==> config.mk <==
export PLATFORM = sky130hd
export DESIGN_NAME = credential_table_with_lockout
export DESIGN_NICKNAME = d
export VERILOG_FILES = /design/src/hdl/ctwl_pkg.sv /design/src/hdl/ctwl_slot_store.sv /design/src/hdl/ctwl_match_unit.sv /design/src/hdl/credential_table_with_lockout.sv
export SDC_FILE = /design/constraint.sdc
export NUM_CORES = 1
export LEC_CHECK = 0
export BUFFER_PORTS_ARGS = -buffer_cell sky130_fd_sc_hd__clkbuf_2
export CELL_PAD_IN_SITES_DETAIL_PLACEMENT = 0
export CELL_PAD_IN_SITES_GLOBAL_PLACEMENT = 1
export CORE_ASPECT_RATIO = 0.8
export CORE_MARGIN = 10
export CORE_UTILIZATION = 52
export DETAILED_ROUTE_END_ITERATION = 10
export PLACE_DENSITY_LB_ADDON = 0.1
export SLEW_MARGIN = 25
export SYNTH_ARGS = -nofsm -noshare
export SYNTH_HDL_FRONTEND = slang
export SYNTH_SLANG_ARGS = --single-unit
==> constraint.sdc <==
create_clock -name clk_i -period 7.79 [get_ports clk_i]
set_clock_uncertainty 0.2 [all_clocks]
set_input_delay 0.3895 -clock clk_i [delete_from_list [all_inputs] [get_ports clk_i]]
set_output_delay 0.3895 -clock clk_i [all_outputs]
set_load 0.01 [all_outputs]
==> src/hdl/ctwl_pkg.sv <==
// Shared types and constants for the credential table with lockout.
// Used by every module in this folder; depends on nothing else.
`default_nettype none

package ctwl_pkg;

  localparam int unsigned CFG_IDX_W  = 2;
  localparam int unsigned CFG_DATA_W = 32;

  localparam logic [7:0]  ADMIN_ID_RST   = 8'd49;
  localparam logic [31:0] ADMIN_PW_RST   = 32'h3132_3334;
  localparam logic [7:0]  FAIL_LIMIT_RST = 8'd3;
  localparam logic [7:0]  FAIL_MAX       = 8'hFF;

  typedef enum logic [2:0] {
    CMD_AUTH     = 3'd0,
    CMD_REGISTER = 3'd1,
    CMD_REMOVE   = 3'd2,
    CMD_CHECK    = 3'd3,
    CMD_READ     = 3'd4
  } cmd_e;

  typedef enum logic [1:0] {
    ROLE_NONE  = 2'd0,
    ROLE_ADMIN = 2'd1,
    ROLE_USER  = 2'd2
  } role_e;

  typedef enum logic [1:0] {
    CFG_ADMIN_ID   = 2'd0,
    CFG_ADMIN_PW   = 2'd1,
    CFG_FAIL_LIMIT = 2'd2
  } cfg_reg_e;

  typedef enum logic [2:0] {
    S_IDLE,
    S_ADMIN,
    S_SCAN,
    S_READ,
    S_READ_WAIT,
    S_DONE
  } state_e;

  typedef struct packed {
    logic [2:0]  command;
    logic        from_terminal;
    logic [7:0]  user_id;
    logic [31:0] password;
    logic [7:0]  slot_index;
  } in_t;

  typedef struct packed {
    logic [1:0] role;
    logic       found;
    logic [7:0] slot_id;
    logic [7:0] failed_count;
    logic       alarm;
  } out_t;

  typedef struct packed {
    logic set_active;
    logic clr_active;
  } slot_ctl_t;

  typedef struct packed {
    logic        active;
    logic [7:0]  user_id;
    logic [31:0] password;
  } slot_rd_t;

  typedef struct packed {
    logic id_eq;
    logic pw_eq;
  } match_t;

endpackage

`default_nettype wire

==> src/hdl/ctwl_slot_store.sv <==
// Slot storage: ID and password memories with a registered read port,
// and active marks in flip-flops cleared at reset. Depends on ctwl_pkg.
`default_nettype none

module ctwl_slot_store #(
  parameter int unsigned NUM_SLOTS = 16
) (
  input  logic                clk_i,
  input  logic                rst_ni,
  input  logic [((NUM_SLOTS > 1) ? $clog2(NUM_SLOTS) : 1)-1:0] rd_addr_i,
  input  logic [((NUM_SLOTS > 1) ? $clog2(NUM_SLOTS) : 1)-1:0] wr_addr_i,
  input  ctwl_pkg::slot_ctl_t ctl_i,
  input  logic [7:0]          wr_id_i,
  input  logic [31:0]         wr_pw_i,
  output ctwl_pkg::slot_rd_t  rd_o
);

  logic [7:0]           id_mem [NUM_SLOTS];
  logic [31:0]          pw_mem [NUM_SLOTS];
  logic [NUM_SLOTS-1:0] active_q;
  logic                 rd_act_q;
  logic [7:0]           rd_id_q;
  logic [31:0]          rd_pw_q;

  always_ff @(posedge clk_i) begin
    if (ctl_i.set_active) begin
      id_mem[wr_addr_i] <= wr_id_i;
      pw_mem[wr_addr_i] <= wr_pw_i;
    end
    rd_id_q <= id_mem[rd_addr_i];
    rd_pw_q <= pw_mem[rd_addr_i];
  end

  always_ff @(posedge clk_i or negedge rst_ni) begin
    if (!rst_ni) begin
      active_q <= '0;
      rd_act_q <= 1'b0;
    end else begin
      if (ctl_i.set_active) begin
        active_q[wr_addr_i] <= 1'b1;
      end else if (ctl_i.clr_active) begin
        active_q[wr_addr_i] <= 1'b0;
      end
      rd_act_q <= active_q[rd_addr_i];
    end
  end

  assign rd_o.active   = rd_act_q;
  assign rd_o.user_id  = rd_id_q;
  assign rd_o.password = rd_pw_q;

endmodule

`default_nettype wire

==> src/hdl/ctwl_match_unit.sv <==
// Shared compare unit: checks an ID and password operand against the request key.
// Serves the admin check and every slot of the scan. Depends on ctwl_pkg.
`default_nettype none

module ctwl_match_unit (
  input  logic [7:0]        key_id_i,
  input  logic [31:0]       key_pw_i,
  input  logic [7:0]        op_id_i,
  input  logic [31:0]       op_pw_i,
  output ctwl_pkg::match_t  match_o
);

  assign match_o.id_eq = (key_id_i == op_id_i);
  assign match_o.pw_eq = (key_pw_i == op_pw_i);

endmodule

`default_nettype wire

==> src/hdl/credential_table_with_lockout.sv <==
// Top level of the credential table: sequencer, configuration and lockout counter.
// Depends on ctwl_pkg, ctwl_slot_store and ctwl_match_unit.
`default_nettype none

// One request is served at a time. Authenticate and check first compare the
// admin account, then walk the slot memory one slot per cycle through the
// single compare unit; register and remove walk the same way. A walk stops at
// the first hit or after the last slot. Reading a slot goes through S_READ, and
// through S_READ_WAIT if the index is in range; unused commands go straight to
// S_DONE. The slot memory's single registered read port sets the
// pace of the walk. The result sits in an output register, so the next item
// can be accepted while it waits to be taken.
module credential_table_with_lockout #(
  parameter int unsigned NUM_SLOTS = 16
) (
  input  logic                                clk_i,
  input  logic                                rst_ni,
  input  logic                                in_valid_i,
  output logic                                in_stall_o,
  input  ctwl_pkg::in_t                       in_i,
  output logic                                out_valid_o,
  input  logic                                out_stall_i,
  output ctwl_pkg::out_t                      out_o,
  input  logic                                cfg_we_i,
  input  logic [ctwl_pkg::CFG_IDX_W-1:0]      cfg_idx_i,
  input  logic [ctwl_pkg::CFG_DATA_W-1:0]     cfg_wdata_i
);

  localparam int unsigned AW = (NUM_SLOTS > 1) ? $clog2(NUM_SLOTS) : 1;
  localparam int unsigned CW = $clog2(NUM_SLOTS + 1);

  ctwl_pkg::state_e    state_q, state_d;
  ctwl_pkg::in_t       in_q, in_d;
  ctwl_pkg::out_t      out_q, out_d;
  ctwl_pkg::role_e     role_q, role_d;
  logic                found_q, found_d;
  logic [7:0]          sid_q, sid_d;
  logic                out_valid_q, out_valid_d;
  logic [CW-1:0]       iss_q, iss_d;
  logic                rd_vld_q, rd_vld_d;
  logic [AW-1:0]       rd_idx_q, rd_idx_d;
  logic [7:0]          fail_cnt_q, fail_cnt_d;
  logic [7:0]          admin_id_q;
  logic [31:0]         admin_pw_q;
  logic [7:0]          fail_limit_q;

  ctwl_pkg::slot_ctl_t slot_ctl;
  ctwl_pkg::slot_rd_t  slot_rd;
  ctwl_pkg::match_t    match;
  logic [AW-1:0]       rd_addr;
  logic [7:0]          op_id;
  logic [31:0]         op_pw;
  logic                in_acc;
  logic                out_load;
  logic                iss_avail;
  logic                iss_en;
  logic                idx_ok;
  logic                admin_hit;
  logic                scan_hit;
  logic [7:0]          fail_cnt_inc;

  assign in_acc     = in_valid_i && (state_q == ctwl_pkg::S_IDLE);
  assign in_stall_o = (state_q != ctwl_pkg::S_IDLE);
  assign out_load   = (state_q == ctwl_pkg::S_DONE) && (!out_valid_q || !out_stall_i);
  assign iss_avail  = (iss_q < CW'(NUM_SLOTS));
  assign idx_ok     = (in_q.slot_index < 8'(NUM_SLOTS));
  assign fail_cnt_inc = (fail_cnt_q == ctwl_pkg::FAIL_MAX) ? fail_cnt_q : fail_cnt_q + 8'd1;

  assign op_id = (state_q == ctwl_pkg::S_ADMIN) ? admin_id_q : slot_rd.user_id;
  assign op_pw = (state_q == ctwl_pkg::S_ADMIN) ? admin_pw_q : slot_rd.password;

  ctwl_match_unit u_match (
    .key_id_i (in_q.user_id),
    .key_pw_i (in_q.password),
    .op_id_i  (op_id),
    .op_pw_i  (op_pw),
    .match_o  (match)
  );

  ctwl_slot_store #(
    .NUM_SLOTS (NUM_SLOTS)
  ) u_store (
    .clk_i     (clk_i),
    .rst_ni    (rst_ni),
    .rd_addr_i (rd_addr),
    .wr_addr_i (rd_idx_q),
    .ctl_i     (slot_ctl),
    .wr_id_i   (in_q.user_id),
    .wr_pw_i   (in_q.password),
    .rd_o      (slot_rd)
  );

  assign admin_hit = (in_q.command == ctwl_pkg::CMD_AUTH) ?
                     (in_q.from_terminal && match.id_eq && match.pw_eq) : match.id_eq;

  always_comb begin
    scan_hit = 1'b0;
    if (rd_vld_q) begin
      case (in_q.command) inside
        ctwl_pkg::CMD_AUTH:     scan_hit = slot_rd.active && match.id_eq && match.pw_eq;
        ctwl_pkg::CMD_REGISTER: scan_hit = !slot_rd.active;
        ctwl_pkg::CMD_REMOVE, ctwl_pkg::CMD_CHECK: scan_hit = slot_rd.active && match.id_eq;
        default:                scan_hit = 1'b0;
      endcase
    end
  end

  always_comb begin
    state_d = state_q;
    unique case (state_q)
      ctwl_pkg::S_IDLE: begin
        if (in_acc) begin
          case (in_i.command) inside
            ctwl_pkg::CMD_AUTH, ctwl_pkg::CMD_CHECK:     state_d = ctwl_pkg::S_ADMIN;
            ctwl_pkg::CMD_REGISTER, ctwl_pkg::CMD_REMOVE: state_d = ctwl_pkg::S_SCAN;
            ctwl_pkg::CMD_READ:                          state_d = ctwl_pkg::S_READ;
            default:                                     state_d = ctwl_pkg::S_DONE;
          endcase
        end
      end
      ctwl_pkg::S_ADMIN:     state_d = admin_hit ? ctwl_pkg::S_DONE : ctwl_pkg::S_SCAN;
      ctwl_pkg::S_SCAN: begin
        if (scan_hit || !iss_avail) begin
          state_d = ctwl_pkg::S_DONE;
        end
      end
      ctwl_pkg::S_READ:      state_d = idx_ok ? ctwl_pkg::S_READ_WAIT : ctwl_pkg::S_DONE;
      ctwl_pkg::S_READ_WAIT: state_d = ctwl_pkg::S_DONE;
      ctwl_pkg::S_DONE: begin
        if (out_load) begin
          state_d = ctwl_pkg::S_IDLE;
        end
      end
      default:               state_d = ctwl_pkg::S_IDLE;
    endcase
  end

  always_comb begin
    in_d       = in_q;
    role_d     = role_q;
    found_d    = found_q;
    sid_d      = sid_q;
    iss_en     = 1'b0;
    slot_ctl   = '0;
    rd_addr    = iss_q[AW-1:0];
    out_d      = out_q;
    fail_cnt_d = fail_cnt_q;
    unique case (state_q)
      ctwl_pkg::S_IDLE: begin
        if (in_acc) begin
          in_d    = in_i;
          role_d  = ctwl_pkg::ROLE_NONE;
          found_d = 1'b0;
          sid_d   = 8'd0;
        end
      end
      ctwl_pkg::S_ADMIN: begin
        iss_en = iss_avail;
        if (admin_hit) begin
          if (in_q.command == ctwl_pkg::CMD_AUTH) begin
            role_d = ctwl_pkg::ROLE_ADMIN;
          end else begin
            found_d = 1'b1;
          end
        end
      end
      ctwl_pkg::S_SCAN: begin
        iss_en = iss_avail && !scan_hit;
        if (scan_hit) begin
          case (in_q.command) inside
            ctwl_pkg::CMD_AUTH: role_d = ctwl_pkg::ROLE_USER;
            ctwl_pkg::CMD_REGISTER: begin
              found_d             = 1'b1;
              slot_ctl.set_active = 1'b1;
            end
            ctwl_pkg::CMD_REMOVE: begin
              found_d             = 1'b1;
              slot_ctl.clr_active = 1'b1;
            end
            default: found_d = 1'b1;
          endcase
        end
      end
      ctwl_pkg::S_READ: begin
        rd_addr = in_q.slot_index[AW-1:0];
      end
      ctwl_pkg::S_READ_WAIT: begin
        found_d = slot_rd.active;
        sid_d   = slot_rd.active ? slot_rd.user_id : 8'd0;
      end
      ctwl_pkg::S_DONE: begin
        if (out_load) begin
          out_d.role    = role_q;
          out_d.found   = found_q;
          out_d.slot_id = sid_q;
          out_d.alarm   = 1'b0;
          if (in_q.command == ctwl_pkg::CMD_AUTH) begin
            if (role_q != ctwl_pkg::ROLE_NONE) begin
              fail_cnt_d = 8'd0;
            end else begin
              fail_cnt_d  = fail_cnt_inc;
              out_d.alarm = (fail_cnt_inc >= fail_limit_q);
            end
          end
          out_d.failed_count = fail_cnt_d;
        end
      end
      default: ;
    endcase
  end

  always_comb begin
    iss_d    = (state_q == ctwl_pkg::S_IDLE) ? '0 : iss_q;
    if (iss_en) begin
      iss_d = iss_q + CW'(1);
    end
    rd_vld_d = iss_en && (state_d == ctwl_pkg::S_SCAN);
    rd_idx_d = iss_q[AW-1:0];
    if (out_load) begin
      out_valid_d = 1'b1;
    end else if (!out_stall_i) begin
      out_valid_d = 1'b0;
    end else begin
      out_valid_d = out_valid_q;
    end
  end

  always_ff @(posedge clk_i or negedge rst_ni) begin
    if (!rst_ni) begin
      state_q     <= ctwl_pkg::S_IDLE;
      iss_q       <= '0;
      rd_vld_q    <= 1'b0;
      out_valid_q <= 1'b0;
      fail_cnt_q  <= 8'd0;
    end else begin
      state_q     <= state_d;
      iss_q       <= iss_d;
      rd_vld_q    <= rd_vld_d;
      out_valid_q <= out_valid_d;
      fail_cnt_q  <= fail_cnt_d;
    end
  end

  always_ff @(posedge clk_i) begin
    in_q     <= in_d;
    role_q   <= role_d;
    found_q  <= found_d;
    sid_q    <= sid_d;
    rd_idx_q <= rd_idx_d;
    out_q    <= out_d;
  end

  always_ff @(posedge clk_i or negedge rst_ni) begin
    if (!rst_ni) begin
      admin_id_q   <= ctwl_pkg::ADMIN_ID_RST;
      admin_pw_q   <= ctwl_pkg::ADMIN_PW_RST;
      fail_limit_q <= ctwl_pkg::FAIL_LIMIT_RST;
    end else if (cfg_we_i) begin
      unique case (cfg_idx_i)
        ctwl_pkg::CFG_ADMIN_ID:   admin_id_q   <= cfg_wdata_i[7:0];
        ctwl_pkg::CFG_ADMIN_PW:   admin_pw_q   <= cfg_wdata_i[31:0];
        ctwl_pkg::CFG_FAIL_LIMIT: fail_limit_q <= cfg_wdata_i[7:0];
        default: ;
      endcase
    end
  end

  assign out_valid_o = out_valid_q;
  assign out_o       = out_q;

  a_accept_busy: assert property (@(posedge clk_i) disable iff (!rst_ni)
    in_valid_i && !in_stall_o |=> in_stall_o)
    else $error("block took a second item while busy");

  a_alarm_on_fail: assert property (@(posedge clk_i) disable iff (!rst_ni)
    out_valid_o && out_o.alarm |-> out_o.role == ctwl_pkg::ROLE_NONE)
    else $error("alarm raised on a successful login");

  a_success_clears: assert property (@(posedge clk_i) disable iff (!rst_ni)
    out_valid_o && out_o.role != ctwl_pkg::ROLE_NONE |-> out_o.failed_count == 8'd0)
    else $error("failure count not cleared by a successful login");

  a_slot_ctl: assert property (@(posedge clk_i) disable iff (!rst_ni)
    $onehot0({slot_ctl.set_active, slot_ctl.clr_active}))
    else $error("slot set and clear in the same cycle");

endmodule

`default_nettype wire
Yosys cells after proc, flatten, opt, wreduce, memory -nomap -nowiden
Memories as Yosys holds them, arrays and structs flattened. A register that Yosys moved wholly into a read port is not among the register bits.
Index checks and enable logic that the tools add are counted.
{ "totals": {"reg_bits": 170, "ram_bits": 640, "in_bits": 91, "out_inout_bits": 22, "memories": 2} }
{ "op_classes": {"addsub": 2, "magnitude_cmp": 6, "eq_ne": 24, "mux": 54, "n_bitwise": 4, "reduce_logical": 39} }
{ "mem_list": {"columns": ["memory", "depth", "word_bits", "rd", "rd_ports_with_merged_regs", "wr", "line_no", "text"], "rows": [
  ["u_store.pw_mem", 16, 32, 1, 1, 1, "ctwl_slot_store.sv:19", "logic [31:0] pw_mem [NUM_SLOTS];"],
  ["u_store.id_mem", 16, 8, 1, 1, 1, "ctwl_slot_store.sv:18", "logic [7:0] id_mem [NUM_SLOTS];"]
]} }
{ "ops": {"columns": ["op", "count"], "rows": [
  ["$mux W8", 6],
  ["$eq A32 B32 Y1", 1],
  ["$mux W16", 2],
  ["$mux W32", 1],
  ["$eq A3 B2 Y1 const B", 7],
  ["$mux W1", 21],
  ["$mux W3", 7],
  ["$pmux W3 S6", 1],
  ["$and A16 B16 Y16", 1],
  ["$not A16 Y16", 1],
  ["$or A16 B16 Y16", 1],
  ["$pmux W8 S2", 1],
  ["$mux W2", 7],
  ["$reduce_and A2 Y1", 6],
  ["$lt A4 B5 Y1 const B", 2],
  ["$mux W5", 2],
  ["$eq A3 B1 Y1 const B", 3],
  ["$eq A3 B3 Y1 const B", 3],
  ["$logic_and A1 B1 Y1", 9],
  ["$logic_not A3 Y1", 3],
  ["$add A8 B1 Y8 const B", 1],
  ["$eq A8 B8 Y1", 1],
  ["$eq A8 B8 Y1 const B", 1],
  ["$ge A8 B8 Y1", 1],
  ["24 further kinds", 40]
]} }

Depth between registers and ports, before layout
Gate-level depths: netlist (run 1).
{ "depth": {"word_depth": 13, "mapped_depth": 15} }

By module
Synthesis (run 1) repeated with hierarchy kept, for this count alone.
{ "hier_totals": {"cells_unflattened": 1620, "area_unflattened_um2": 32550.0} }
{ "modules_own_cells": {"columns": ["mod", "instances", "cells_each", "area_per_inst_um2", "seq_area_each_um2"], "rows": [
  ["ctwl_slot_store", 1, 1109, 25518.2, 20444.6],
  ["credential_table_with_lockout", 1, 457, 6598.8, 4246.6],
  ["ctwl_match_unit", 1, 54, 432.9, 0.0]
]} }

Worst setup path before layout (run 1)
Ideal clock, no wire load.
{ "synth_path": {"path_kind": "reg2reg", "from": "register state_q[2]", "to": "memory u_store.id_mem[12][0] (enable)", "arrival_time_ns": 5.644, "t_required_ns": 7.103, "setup_slack_ns": 1.459, "path_stages_with_launch": 15, "path_buffers": 4, "synth_period_minus_slack_ns": 6.331, "cell_sequence": "dfrtp_1 buf_6 or3b_1 buf_2 clkinv_2 buf_8 nand4_1 a2111o_1 a211o_1 nor4_2 a21oi_2 nand3b_4 or3_1 buf_2 nor3_1"} }
{ "synth_between": {"elab_chain_len": 12, "word_cells_on_any_way": 16, "cone_classes": "4 x eq/ne; 10 x mux; 2 x reduce/logical"} }
{ "synth_rtl": {"columns": ["element", "line_no", "text"], "rows": [
  ["start, declared", "credential_table_with_lockout.sv:32", "ctwl_pkg::state_e state_q, state_d;"],
  ["start signal, assigned", "credential_table_with_lockout.sv:230", "state_q <= ctwl_pkg::S_IDLE;"],
  ["start signal, assigned", "credential_table_with_lockout.sv:236", "state_q <= state_d;"],
  ["$eq A3 B1 Y1", "credential_table_with_lockout.sv:69, credential_table_with_lockout.sv:70", null],
  ["$mux W8", "credential_table_with_lockout.sv:69", "assign op_id = (state_q == ctwl_pkg::S_ADMIN) ? admin_id_q : slot_rd.user_id;"],
  ["$eq A8 B8 Y1", "ctwl_match_unit.sv:13", "assign match_o.id_eq = (key_id_i == op_id_i);"],
  ["$logic_and A1 B1 Y1", "credential_table_with_lockout.sv:100, credential_table_with_lockout.sv:102", null],
  ["$mux W1 (3 in a row)", "credential_table_with_lockout.sv:99", "case (in_q.command) inside"],
  ["$mux W1", "credential_table_with_lockout.sv:98", "if (rd_vld_q) begin"],
  ["$mux W2", "credential_table_with_lockout.sv:169", "if (scan_hit) begin"],
  ["$mux W2 (*)", "credential_table_with_lockout.sv:148", "unique case (state_q)"],
  ["$mux W1 (*)", "ctwl_slot_store.sv:26", "if (ctl_i.set_active) begin"],
  ["$mux W1 (not written as such) (*)", "ctwl_slot_store.sv:27", "id_mem[wr_addr_i] <= wr_id_i;"],
  ["end, declared", "ctwl_slot_store.sv:18", null]
]} }
Every way passes the cells marked *; elsewhere a longest branch is shown, timed or not.

Worst setup path after layout (run 1)
{ "layout_path": {"from": "register state_q[0]", "to": "memory u_store.pw_mem[0][24] (enable)"} }
{ "layout_between": {"elab_chain_len": 12, "word_cells_on_any_way": 16, "cone_classes": "4 x eq/ne; 10 x mux; 2 x reduce/logical"} }
{ "layout_rtl": {"columns": ["element", "line_no", "text"], "rows": [
  ["$eq A3 B1 Y1", "credential_table_with_lockout.sv:69, credential_table_with_lockout.sv:70", null],
  ["$mux W8", "credential_table_with_lockout.sv:69", null],
  ["$eq A8 B8 Y1", "ctwl_match_unit.sv:13", null],
  ["$logic_and A1 B1 Y1", "credential_table_with_lockout.sv:100, credential_table_with_lockout.sv:102", null],
  ["$mux W1 (3 in a row)", "credential_table_with_lockout.sv:99", null],
  ["$mux W1", "credential_table_with_lockout.sv:98", null],
  ["$mux W2", "credential_table_with_lockout.sv:169", null],
  ["$mux W2 (*)", "credential_table_with_lockout.sv:148", null],
  ["$mux W1 (*)", "ctwl_slot_store.sv:26", null],
  ["$mux W1 (not written as such) (*)", "ctwl_slot_store.sv:28", "pw_mem[wr_addr_i] <= wr_pw_i;"],
  ["end, declared", "ctwl_slot_store.sv:19", null]
]} }
Marks and branches as above.

==> out/metrics.yaml, run 1 <==
detailed_routing:
  wl_per_cell_um: 24.81
  drc: 0
  drt_iter0_markers: 2090
  dr.pass1.iters: 8
  vias_per_cell: 5.963
  dr_total_vias: 20804
  drt_wl_total_mm: 86.56
  ant_nets: 0
clocking:
  htree_levels: 3
  insertion_delay_ns: 0.64
  cts_hold_buffers: 89
  post_cts_resized: 0
  clock_sinks: 850
  root_buffer: "clkbuf_16"
  cts_tree: "done"
  cts_buffers: 84
  cts.reportedPaths.clkPinSlew_ns: 0.06
  cts.path.max_buffers: 3
  postCtsSetupRepairBufs: 0
floorplanning:
  die-area_sq_um: 75480
  dieHeight_um: 247.7
  start_util_pct: 52.53
  coreArea_sq_um: 64180
  fp-row-count: 83
  die_x_um: 304.7
  io_pins: 113
synthesis:
  ys_warn_count: 0
  synth_edf_count: 723
  syn_avg_cell_area_sq_um: 14.18
  postSynthCellCount: 2378
  synth_cell_type_count: 65
  synth.yosys.seq_area_share_pct: 73.24
  async_flop_share_pct: 9.765
  syn_nets: 2479
  netlist_area_sq_um: 33710
  synth_flop_cell: "edfxtp_1"
  synth_seq_cells: 850
placement:
  dp.cells: 3237
  dpl.hpwl_mm: 50.52
  gp_congestion: 0.8660
  dpl-instance-area_sq_um: 35410
  numPortBuffers: 112
  place_ws_ns: 2.146
critical_path:
  path_buf_inv: 2
  crit_family: "simple AND/OR/NAND/NOR gates"
  startpoint_type: "flop"
  slowest_stage: "nor2_4"
  path_cells: "or3b_1 > clkinv_2 > nor3_1 > and4_1 > a31oi_1 > a2111oi_2 > a21oi_2 > or3_1 > nor2_4 > buf_4"
  crit_required_ns: 7.89
  path_max_fanout: 24
  crit_path_end_kind: "flop"
  critical_path_class: "reg -> reg"
  cp_slowest_stage_delay_ns: 0.89
  crit_arrival_ns: 5.66
global_route:
  grt_pass1_wl_mm: 129.7
  grt_usage_pct: 22.54
  grt_max_degree: 138
  antenna_found_initial: 3
  globalRouteOverflowTotal: 0
  grt_pass1_vias: 20172
pwr:
  power_density_nw_per_um2: 326.7
  p_clk_share_pct: 30.5
  power.share.combinational_pct: 24.0
  switchingPower_mw: 4.147
  peakVddDrop_v: 0.0003044
  switching_share_pct: 32.48
  p_int_mw: 8.619
  power_mw: 12.77
  pwr-share-seq_pct: 45.5
  leakagePower_nw: 13.35
finish:
  fin_cells: 3489
  final_area_sq_um: 39070
  finish.utilization_pct: 60.88
  drive_gt1_share_pct: 14.66
  layout_commonest_cell: "edfxtp_1"
  nFillCells: 4878
  seq_area_sq_um: 24690
  layout.nets: 2668
  synthToLayoutAreaGrowth_pct: 15.89
  multi_input_area_sq_um: 8466
  mostFrequentLayoutCells: "edfxtp_1 (723), nand2_1 (368), a211oi_1 (206)"
  diodes: 0
sta:
  rsz0062_at_grt: "no"
  timing.final.ws_setup_ns: 2.226
  drv_slew: 0
  relSlewSlack_pct: 25.01
  tns_ns: 0
  whs_ns: 0.04469
  worst_slew_pin_slew_ns: 1.116
  period_minus_slack_ns: 5.564
  period_share_pct: 71.43
  hold_viol: 0
  fmax_mhz: 179.7
  setup_viol: 0
status:
  status: "completed"
job:
  maxCapViolCount: 0
hold_path:
  hp-class: "in -> async"
-- worst register-to-register path, stage by stage, from the launching register on --
cell	delay, ns
dfrtp_1	0.51
or3b_1	0.48
clkinv_2	0.45
nor3_1	0.33
and4_1	0.23
a31oi_1	0.05
a2111oi_2	0.67
a21oi_2	0.32
or3_1	0.64
nor2_4	0.89
buf_4	0.45
-- power groups by stage --
| stage | Combinational [mW] | Clock (mW) | Sequential [mW] |
|---|---|---|---|
| after floorplan | 2.04 | 0 | 5.73 |
| after detailed placement | 3.01 | 0 | 5.89 |
| after CTS | 3.06 | 3.95 | 5.80 |
| final | 3.07 | 3.89 | 5.81 |
| after global placement | 2.99 | 0 | 5.88 |
| after global routing | 3.36 | 4.13 | 5.84 |
-- cells in the mapped netlist (5+ instances only) --
cell type / instances / area share, %
edfxtp_1: 723 / 64
nand2_1: 368 / 4.1
a211oi_1: 206 / 4.6
and2_1: 159 / 3.0
clkbuf_1: 144 / 1.6
a21oi_1: 89 / 1.3
a31oi_1: 84 / 1.6
a311oi_1: 82 / 2.1
dfrtp_1: 65 / 4.8
mux2_2: 52 / 1.7
dfxtp_1: 44 / 2.6
o21ai_0: 42 / 0.62
inv_1: 37 / 0.41
nor2_1: 31 / 0.35
xnor2_1: 31 / 0.81
xor2_1: 24 / 0.62
nand3_1: 19 / 0.28
dfstp_2: 18 / 1.4
mux2i_1: 14 / 0.42
and2_0: 13 / 0.24
nor3_1: 12 / 0.18
ha_1: 10 / 0.37
o22ai_1: 9 / 0.17
nand2b_1: 8 / 0.15
or3_1: 7 / 0.13
nor2b_1: 6 / 0.11
and3_1: 5 / 0.093
nor4_1: 5 / 0.093
o211ai_1: 5 / 0.11
-- cell families (layout without fill, tap and decap cells) --
| kind of cell | Yosys count | after routing | share of synthesized area, % |
|---|---|---|---|
| fa+ha+maj | 10 | 10 | 0.3711 |
| simple gates | 649 | 649 | 9.085 |
| compound gates | 556 | 556 | 11.52 |
| xor+xnor | 55 | 55 | 1.429 |
| mux | 66 | 66 | 2.152 |
| flops | 850 | 850 | 73.24 |
| buf+inv | 192 | 453 | 2.208 |
-- layer usage --
metal	global-route usage [%]	vias up	wire length [um]
li1	-	9436	-
met1	33.61	10503	39860
met2	34.19	746	38820
met3	3.806	117	6048
met4	5.661	2	1823
met5	0	-	9
-- cell type report --
class	instances	share of cell area, %
clock buffers	116	6.059
clock inverters	42	0.7462
multi-input cells	1336	21.67
well taps	850	2.722
repair buffers	256	5.233
inverters	39	0.3779
flip-flops and latches	850	63.20
-- state kept, by name, indices dropped and copies added (netlist names), named ones only --
signal,count
u_store.rd_id_q,8
u_store.rd_act_q,1
admin_id_q,8
role_q,2
iss_q,5
u_store.pw_mem,512
found_q,1
fail_cnt_q,8
sid_q,8
u_store.rd_pw_q,32
admin_pw_q,32
rd_vld_q,1
rd_idx_q,4
u_store.id_mem,128
fail_limit_q,8
out_valid_o,1
in_q,52
state_q,3
out_o,20
-- path summary, 6_finish.rpt --
check                              from                    endpoint  slack, ns  depth (start not counted)
max                          state_q[0]       u_store.pw_mem[0][24]       2.23                         10
min                              rst_ni  asynchronous set/reset pin       0.04                          2
max reg2reg                  state_q[0]       u_store.pw_mem[0][24]       2.23                         10
min reg2reg                    sid_q[5]                   out_o[14]       0.22                          0
max in group asynchronous        rst_ni              admin_pw_q[18]       6.09                          3
min in group clk_i         cfg_idx_i[0]               admin_id_q[2]       0.05                          3
No activity file was read; power rests on OpenSTA's default activity.
==> inputs of run 2 (changes only) <==
- CORE_UTILIZATION: 52 -> 47
- clock period: 7.79 -> 4.9 ns (I/O delays scaled with it)
==> out/metrics.yaml, run 2 (synthesized netlist as in run 1, its figures left out) <==
placement:
  place_ws_ns: 0.3818  # -1.764 ns
  numPortBuffers: 112  # unchanged
  gp_congestion: 0.8586  # -0.85%
  dpl.hpwl_mm: 56.58  # +12%
pwr:
  peakVddDrop_v: 0.0003327  # +9.3%
  switching_share_pct: 32.16  # -0.32 points
  p_clk_share_pct: 31.2  # +0.7 points
  power_density_nw_per_um2: 529.1  # +62%
  pwr-share-seq_pct: 43.4  # -2.1 points
  power.share.combinational_pct: 25.4  # +1.4 points
  leakagePower_nw: 13.79  # +3.3%
  p_int_mw: 14.38  # +67%
  switchingPower_mw: 6.817  # +64%
global_route:
  grt_pass1_vias: 20685  # +2.5%
  grt_pass1_wl_mm: 134.9  # +4.0%
  grt_usage_pct: 21.62  # -0.92 points
  grt_max_degree: 130  # -5.8%
  globalRouteOverflowTotal: 0  # unchanged
  antenna_found_initial: 3  # unchanged
finish:
  drive_gt1_share_pct: 17.02  # +2.4 points
  finish.utilization_pct: 56.60  # -4.3 points
  layout_commonest_cell: "edfxtp_1"
  largest_register_ffs: 512  # unchanged
  layout.nets: 2732  # +2.4%
  diodes: 0  # unchanged
  top_register: "u_store.pw_mem"
  reg.largest.list: "u_store.pw_mem: 512 flops, u_store.id_mem: 128 flops, in_q: 52 flops"
  mostFrequentLayoutCells: "edfxtp_1 (723), nand2_1 (368), a211oi_1 (206)"
  synthToLayoutAreaGrowth_pct: 18.79
job:
  maxCapViolCount: 0  # unchanged
clocking:
  cts.reportedPaths.clkPinSlew_ns: 0.06  # about the same
  cts_tree: "done"
  root_buffer: "clkbuf_16"
  postCtsSetupRepairBufs: 0  # unchanged
  htree_levels: 3  # unchanged
  clock_sinks: 850  # unchanged
  cts_buffers: 84  # unchanged
  cts_hold_buffers: 92  # +3.4%
  cts.path.max_buffers: 3  # unchanged
  post_cts_resized: 0  # unchanged
  insertion_delay_ns: 0.65  # about the same
detailed_routing:
  drt_wl_total_mm: 90.65  # +4.7%
  dr_total_vias: 21073  # +1.3%
  vias_per_cell: 5.794  # -2.8%
  drc: 0  # unchanged
  wl_per_cell_um: 24.92  # +0.46%
  dr.pass1.iters: 5  # -3
  drt_iter0_markers: 2347  # +12%
  ant_nets: 0  # unchanged
sta:
  rsz0062_at_grt: "no"
  drv_slew: 0  # unchanged
  hold_viol: 0  # unchanged
  relSlewSlack_pct: 26.28  # +1.3 points
  timing.final.ws_setup_ns: 0.3627  # -1.863 ns
  period_share_pct: 92.60  # +21 points
  worst_slew_pin_slew_ns: 1.096  # -0.02066 ns
  fmax_mhz: 220.4  # +23%
  period_minus_slack_ns: 4.537  # -1.027 ns
  setup_viol: 0  # unchanged
  whs_ns: 0.03280  # -0.01189 ns
critical_path:
  startpoint_type: "flop"
  crit_path_end_kind: "flop"
  path_cells: "inv_1 > a222oi_1 > nand3_1 > or4_1 > a2111oi_2 > buf_4 > a21oi_2 > nand3b_4 > or3_1 > nor3_4 > buf_12"
  slowest_stage: "edfxtp_1"
  crit_required_ns: 5.00  # -2.89 ns
  cp_slowest_stage_delay_ns: 0.65  # -0.24 ns
  path_max_fanout: 40  # +67%
  critical_path_class: "reg -> reg"
  crit_family: "simple AND/OR/NAND/NOR gates"
  path_buf_inv: 3  # +1
  crit_arrival_ns: 4.64  # -1.02 ns
floorplanning:
  dieHeight_um: 259.6  # +4.8%
  start_util_pct: 47.65  # -4.9 points
  die_x_um: 319.4  # +4.8%
  die-area_sq_um: 82910  # +9.8%
  coreArea_sq_um: 70760  # +10%
  io_pins: 113  # unchanged
  fp-row-count: 87  # +4.8%
status:
  status: "completed"
hold_path:
  hp-class: "in -> async"
[run 2: final cells by class]
class,instances,area [sq um]
flip-flops and latches,850,24690
clock inverters,45,486.7
multi-input cells,1336,8472
repair buffers,320,2730
inverters,39,147.6
well taps,934,1169
clock buffers,113,2355
fillers,5691,30700
[run 2: routing by layer]
layer	wire, um	part of all wire [%]	GRT usage, %	vias up
li1	-	-	-	9551
met1	41660	46	31.17	10724
met2	41340	46	33.66	666
met3	5574	6.1	3.731	132
met4	2072	2.3	5.772	0
met5	0	0	0	-
[run 2: path summary, 6_finish.rpt]
check,slack (ns),endpoint,cells after the start,start
setup / recovery,0.36,u_store.pw_mem[12][16],11,in_q[9]
hold / removal,0.03,iss_q[3],2,rst_ni
setup reg to reg,0.36,u_store.pw_mem[12][16],11,in_q[9]
hold reg to reg,0.22,out_o[15],0,sid_q[6]
max in group asynchronous,3.40,admin_pw_q[28],3,rst_ni
min in group clk_i,0.11,in_q[19],2,in_i[19]
[run 2: through the flow]
step	std cells	setup TNS (ns)	instance area, sq um	total power, mW
final	3637	0	40050	21.19
after floorplan	2378	-48.98	33750	12.35
after detailed placement	3387	0	36290	14.65
after global placement	3387	0	36280	14.59
after CTS	3637	0	40050	21.31
after global routing	3637	0	40050	22.12
[run 2: power by group through the flow]
| stage | Sequential, mW | Clock [mW] | Combinational, mW |
|---|---|---|---|
| final | 9.19 | 6.61 | 5.39 |
| after floorplan | 9.10 | 0 | 3.24 |
| after detailed placement | 9.32 | 0 | 5.32 |
| after CTS | 9.18 | 6.72 | 5.41 |
| after global placement | 9.32 | 0 | 5.27 |
| after global routing | 9.23 | 7.00 | 5.89 |
==> inputs of run 3 (changes only) <==
--- a/config.mk
+++ b/config.mk
@@ -14,3 +14,3 @@
 export DETAILED_ROUTE_END_ITERATION = 10
-export PLACE_DENSITY_LB_ADDON = 0.1
+export PLACE_DENSITY = 0.76
 export SLEW_MARGIN = 25
==> constraint.sdc (replaced) <==
create_clock -name clk_i -period 3.8 [get_ports clk_i]
set_clock_uncertainty 0.2 [all_clocks]
set_input_delay 0.19 -clock clk_i [delete_from_list [all_inputs] [get_ports clk_i]]
set_output_delay 0.19 -clock clk_i [all_outputs]
set_load 0.05 [all_outputs]
==> out/metrics.yaml, run 3 (synthesized netlist as in run 1, its figures left out) <==
status:
  status: "completed"
pwr:
  p_int_mw: 18.60  # +29%
  power.share.combinational_pct: 26.8  # +1.4 points
  leakagePower_nw: 14.30  # +3.7%
  pwr-share-seq_pct: 42.3  # -1.1 points
  switchingPower_mw: 8.927  # +31%
  power_density_nw_per_um2: 668.9  # +26%
  p_clk_share_pct: 30.8  # -0.4 points
  peakVddDrop_v: 0.0003885  # +17%
  power_mw: 27.53  # +30%
  switching_share_pct: 32.43  # +0.27 points
placement:
  numPortBuffers: 112  # unchanged
  gp_congestion: 0.8805  # +2.6%
  dpl.hpwl_mm: 56.67  # +0.17%
clocking:
  htree_levels: 3  # unchanged
  cts.path.max_buffers: 3  # unchanged
  insertion_delay_ns: 0.64  # about the same
  cts_buffers: 83  # -1.2%
  root_buffer: "clkbuf_16"
  cts_tree: "done"
  clock_sinks: 850  # unchanged
  cts.reportedPaths.clkPinSlew_ns: 0.06  # about the same
finish:
  nFillCells: 5397  # -5.2%
  reg.largest.list: "u_store.pw_mem: 512 flops, u_store.id_mem: 128 flops, in_q: 52 flops"
  layout_commonest_cell: "edfxtp_1"
  largest_register_ffs: 512  # unchanged
  layout.nets: 2792  # +2.2%
  synthToLayoutAreaGrowth_pct: 22.05
  top_register: "u_store.pw_mem"
  mostFrequentLayoutCells: "edfxtp_1 (723), nand2_1 (368), a211oi_1 (206)"
  drive_gt1_share_pct: 19.23  # +2.2 points
  diodes: 0  # unchanged
critical_path:
  path_buf_inv: 4  # +1
  crit_required_ns: 3.93  # -1.07 ns
  slowest_stage: "or4_4"
  crit_arrival_ns: 3.93  # -0.71 ns
  crit_path_frequent_cell: "buf_12"
  path_max_fanout: 7  # -83%
  crit_path_end_kind: "flop"
  crit_family: "simple AND/OR/NAND/NOR gates"
  startpoint_type: "flop"
  critical_path_class: "reg -> reg"
  cp_slowest_stage_delay_ns: 0.54  # -0.11 ns
  path_cells: "or3b_4 > buf_12 > or4_4 > a2111oi_4 > buf_4 > a21oi_2 > nand3b_4 > or3_4 > nor3_4 > buf_12 > clkbuf_16"
floorplanning:
  start_util_pct: 47.65  # unchanged
  fp-row-count: 87  # unchanged
  die-area_sq_um: 82910  # unchanged
  io_pins: 113  # unchanged
  die_x_um: 319.4  # unchanged
  dieHeight_um: 259.6  # unchanged
  coreArea_sq_um: 70760  # unchanged
sta:
  period_share_pct: 99.86  # +7.3 points
  drv_slew: 0  # unchanged
  hold_viol: 0  # unchanged
  rsz0062_at_grt: "yes"
  relSlewSlack_pct: 35.95  # +9.7 points
  period_minus_slack_ns: 3.795  # -0.7425 ns
  fmax_mhz: 263.5  # +20%
  tns_ns: 0  # unchanged
  worst_slew_pin_slew_ns: 0.9607  # -0.1349 ns
  setup_viol: 0  # unchanged
detailed_routing:
  wl_per_cell_um: 24.78  # -0.59%
  drt_iter0_markers: 2706  # +15%
  drt_wl_total_mm: 91.43  # +0.86%
  ant_nets: 0  # unchanged
  drc: 0  # unchanged
  vias_per_cell: 5.843  # +0.84%
  dr_total_vias: 21560  # +2.3%
  dr.pass1.iters: 6  # +1
global_route:
  grt_usage_pct: 21.11  # -0.51 points
  grt_pass1_vias: 20820  # +0.65%
  grt_pass1_wl_mm: 133.8  # -0.80%
  grt_max_degree: 91  # -30%
  antenna_found_initial: 3  # unchanged
  globalRouteOverflowTotal: 0  # unchanged
job:
  maxCapViolCount: 0  # unchanged
hold_path:
  hp-class: "in -> async"
==> run 3: cell type report <==
cell class | instances | area (sq um) | share of cell area (%)
flip-flops and latches | 850 | 24690 | 60.00
repair buffers | 381 | 3775 | 9.174
well taps | 934 | 1169 | 2.840
clock inverters | 36 | 396.6 | 0.9639
clock buffers | 114 | 2430 | 5.905
multi-input cells | 1336 | 8537 | 20.75
inverters | 39 | 151.4 | 0.3679
==> run 3: final timing paths <==
check	endpoint	depth (start not counted)	slack (ns)	start
max	u_store.pw_mem[12][28]	11	0.005	state_q[2]
min	iss_q[0]	2	0.02	rst_ni
max reg2reg	u_store.pw_mem[12][28]	11	0.005	state_q[2]
min reg2reg	out_o[9]	0	0.22	sid_q[0]
max in group asynchronous	admin_pw_q[13]	3	2.57	rst_ni
min in group clk_i	in_q[18]	2	0.07	in_i[18]
==> run 3: metrics by stage <==
| stage | area, sq um | utilization [%] | hold WS, ns | setup slack [ns] | instances |
|---|---|---|---|---|---|
| after floorplan | 33890 | - | -0.3056 | -0.6041 | 2378 |
| after global placement | 36770 | 51.97 | 0.1666 | -0.2963 | 3420 |
| after detailed placement | 36770 | 51.97 | 0.1687 | -0.2782 | 3420 |
| after CTS | 40580 | 57.35 | 0.04197 | 0.02050 | 3663 |
| after global routing | 41150 | 58.16 | 0.05234 | -0.1252 | 3690 |
| final | 41150 | 58.16 | 0.01527 | 0.005195 | 3690 |
==> run 3: metal layers <==
| layer | GRT usage [%] | part of all wire [%] |
|---|---|---|
| met2 | 32.96 | 46 |
| met5 | 0 | 0.012 |
| met1 | 30.55 | 43 |
| met3 | 3.520 | 8.7 |
| met4 | 5.318 | 2.3 |
==> run 3: what timing repair did <==
item,CTS,global route
resized for setup,5,18
buffers inserted,1,11
hold buffers,91,0
pin swaps,1,9
cloned,1,17
endpoints found under the hold margin,182,0
endpoints found under the setup margin,646,385
==> run 3: power by group through the flow <==
stage | Clock (mW) | Sequential (mW) | Combinational, mW
after global placement | 0 | 11.8 | 7.07
final | 8.49 | 11.6 | 7.39
after CTS | 8.59 | 11.6 | 7.30
after floorplan | 0 | 11.8 | 4.23
after global routing | 8.98 | 11.7 | 8.01
after detailed placement | 0 | 11.8 | 7.17
==> run 3: worst reg2reg max path, delay by kind of cell (launching register included) <==
kind / cells / cell delay [ns]
flops: 1 / 0.38
buf+inv: 4 / 0.78
compound gates: 2 / 0.38
simple gates: 5 / 1.75
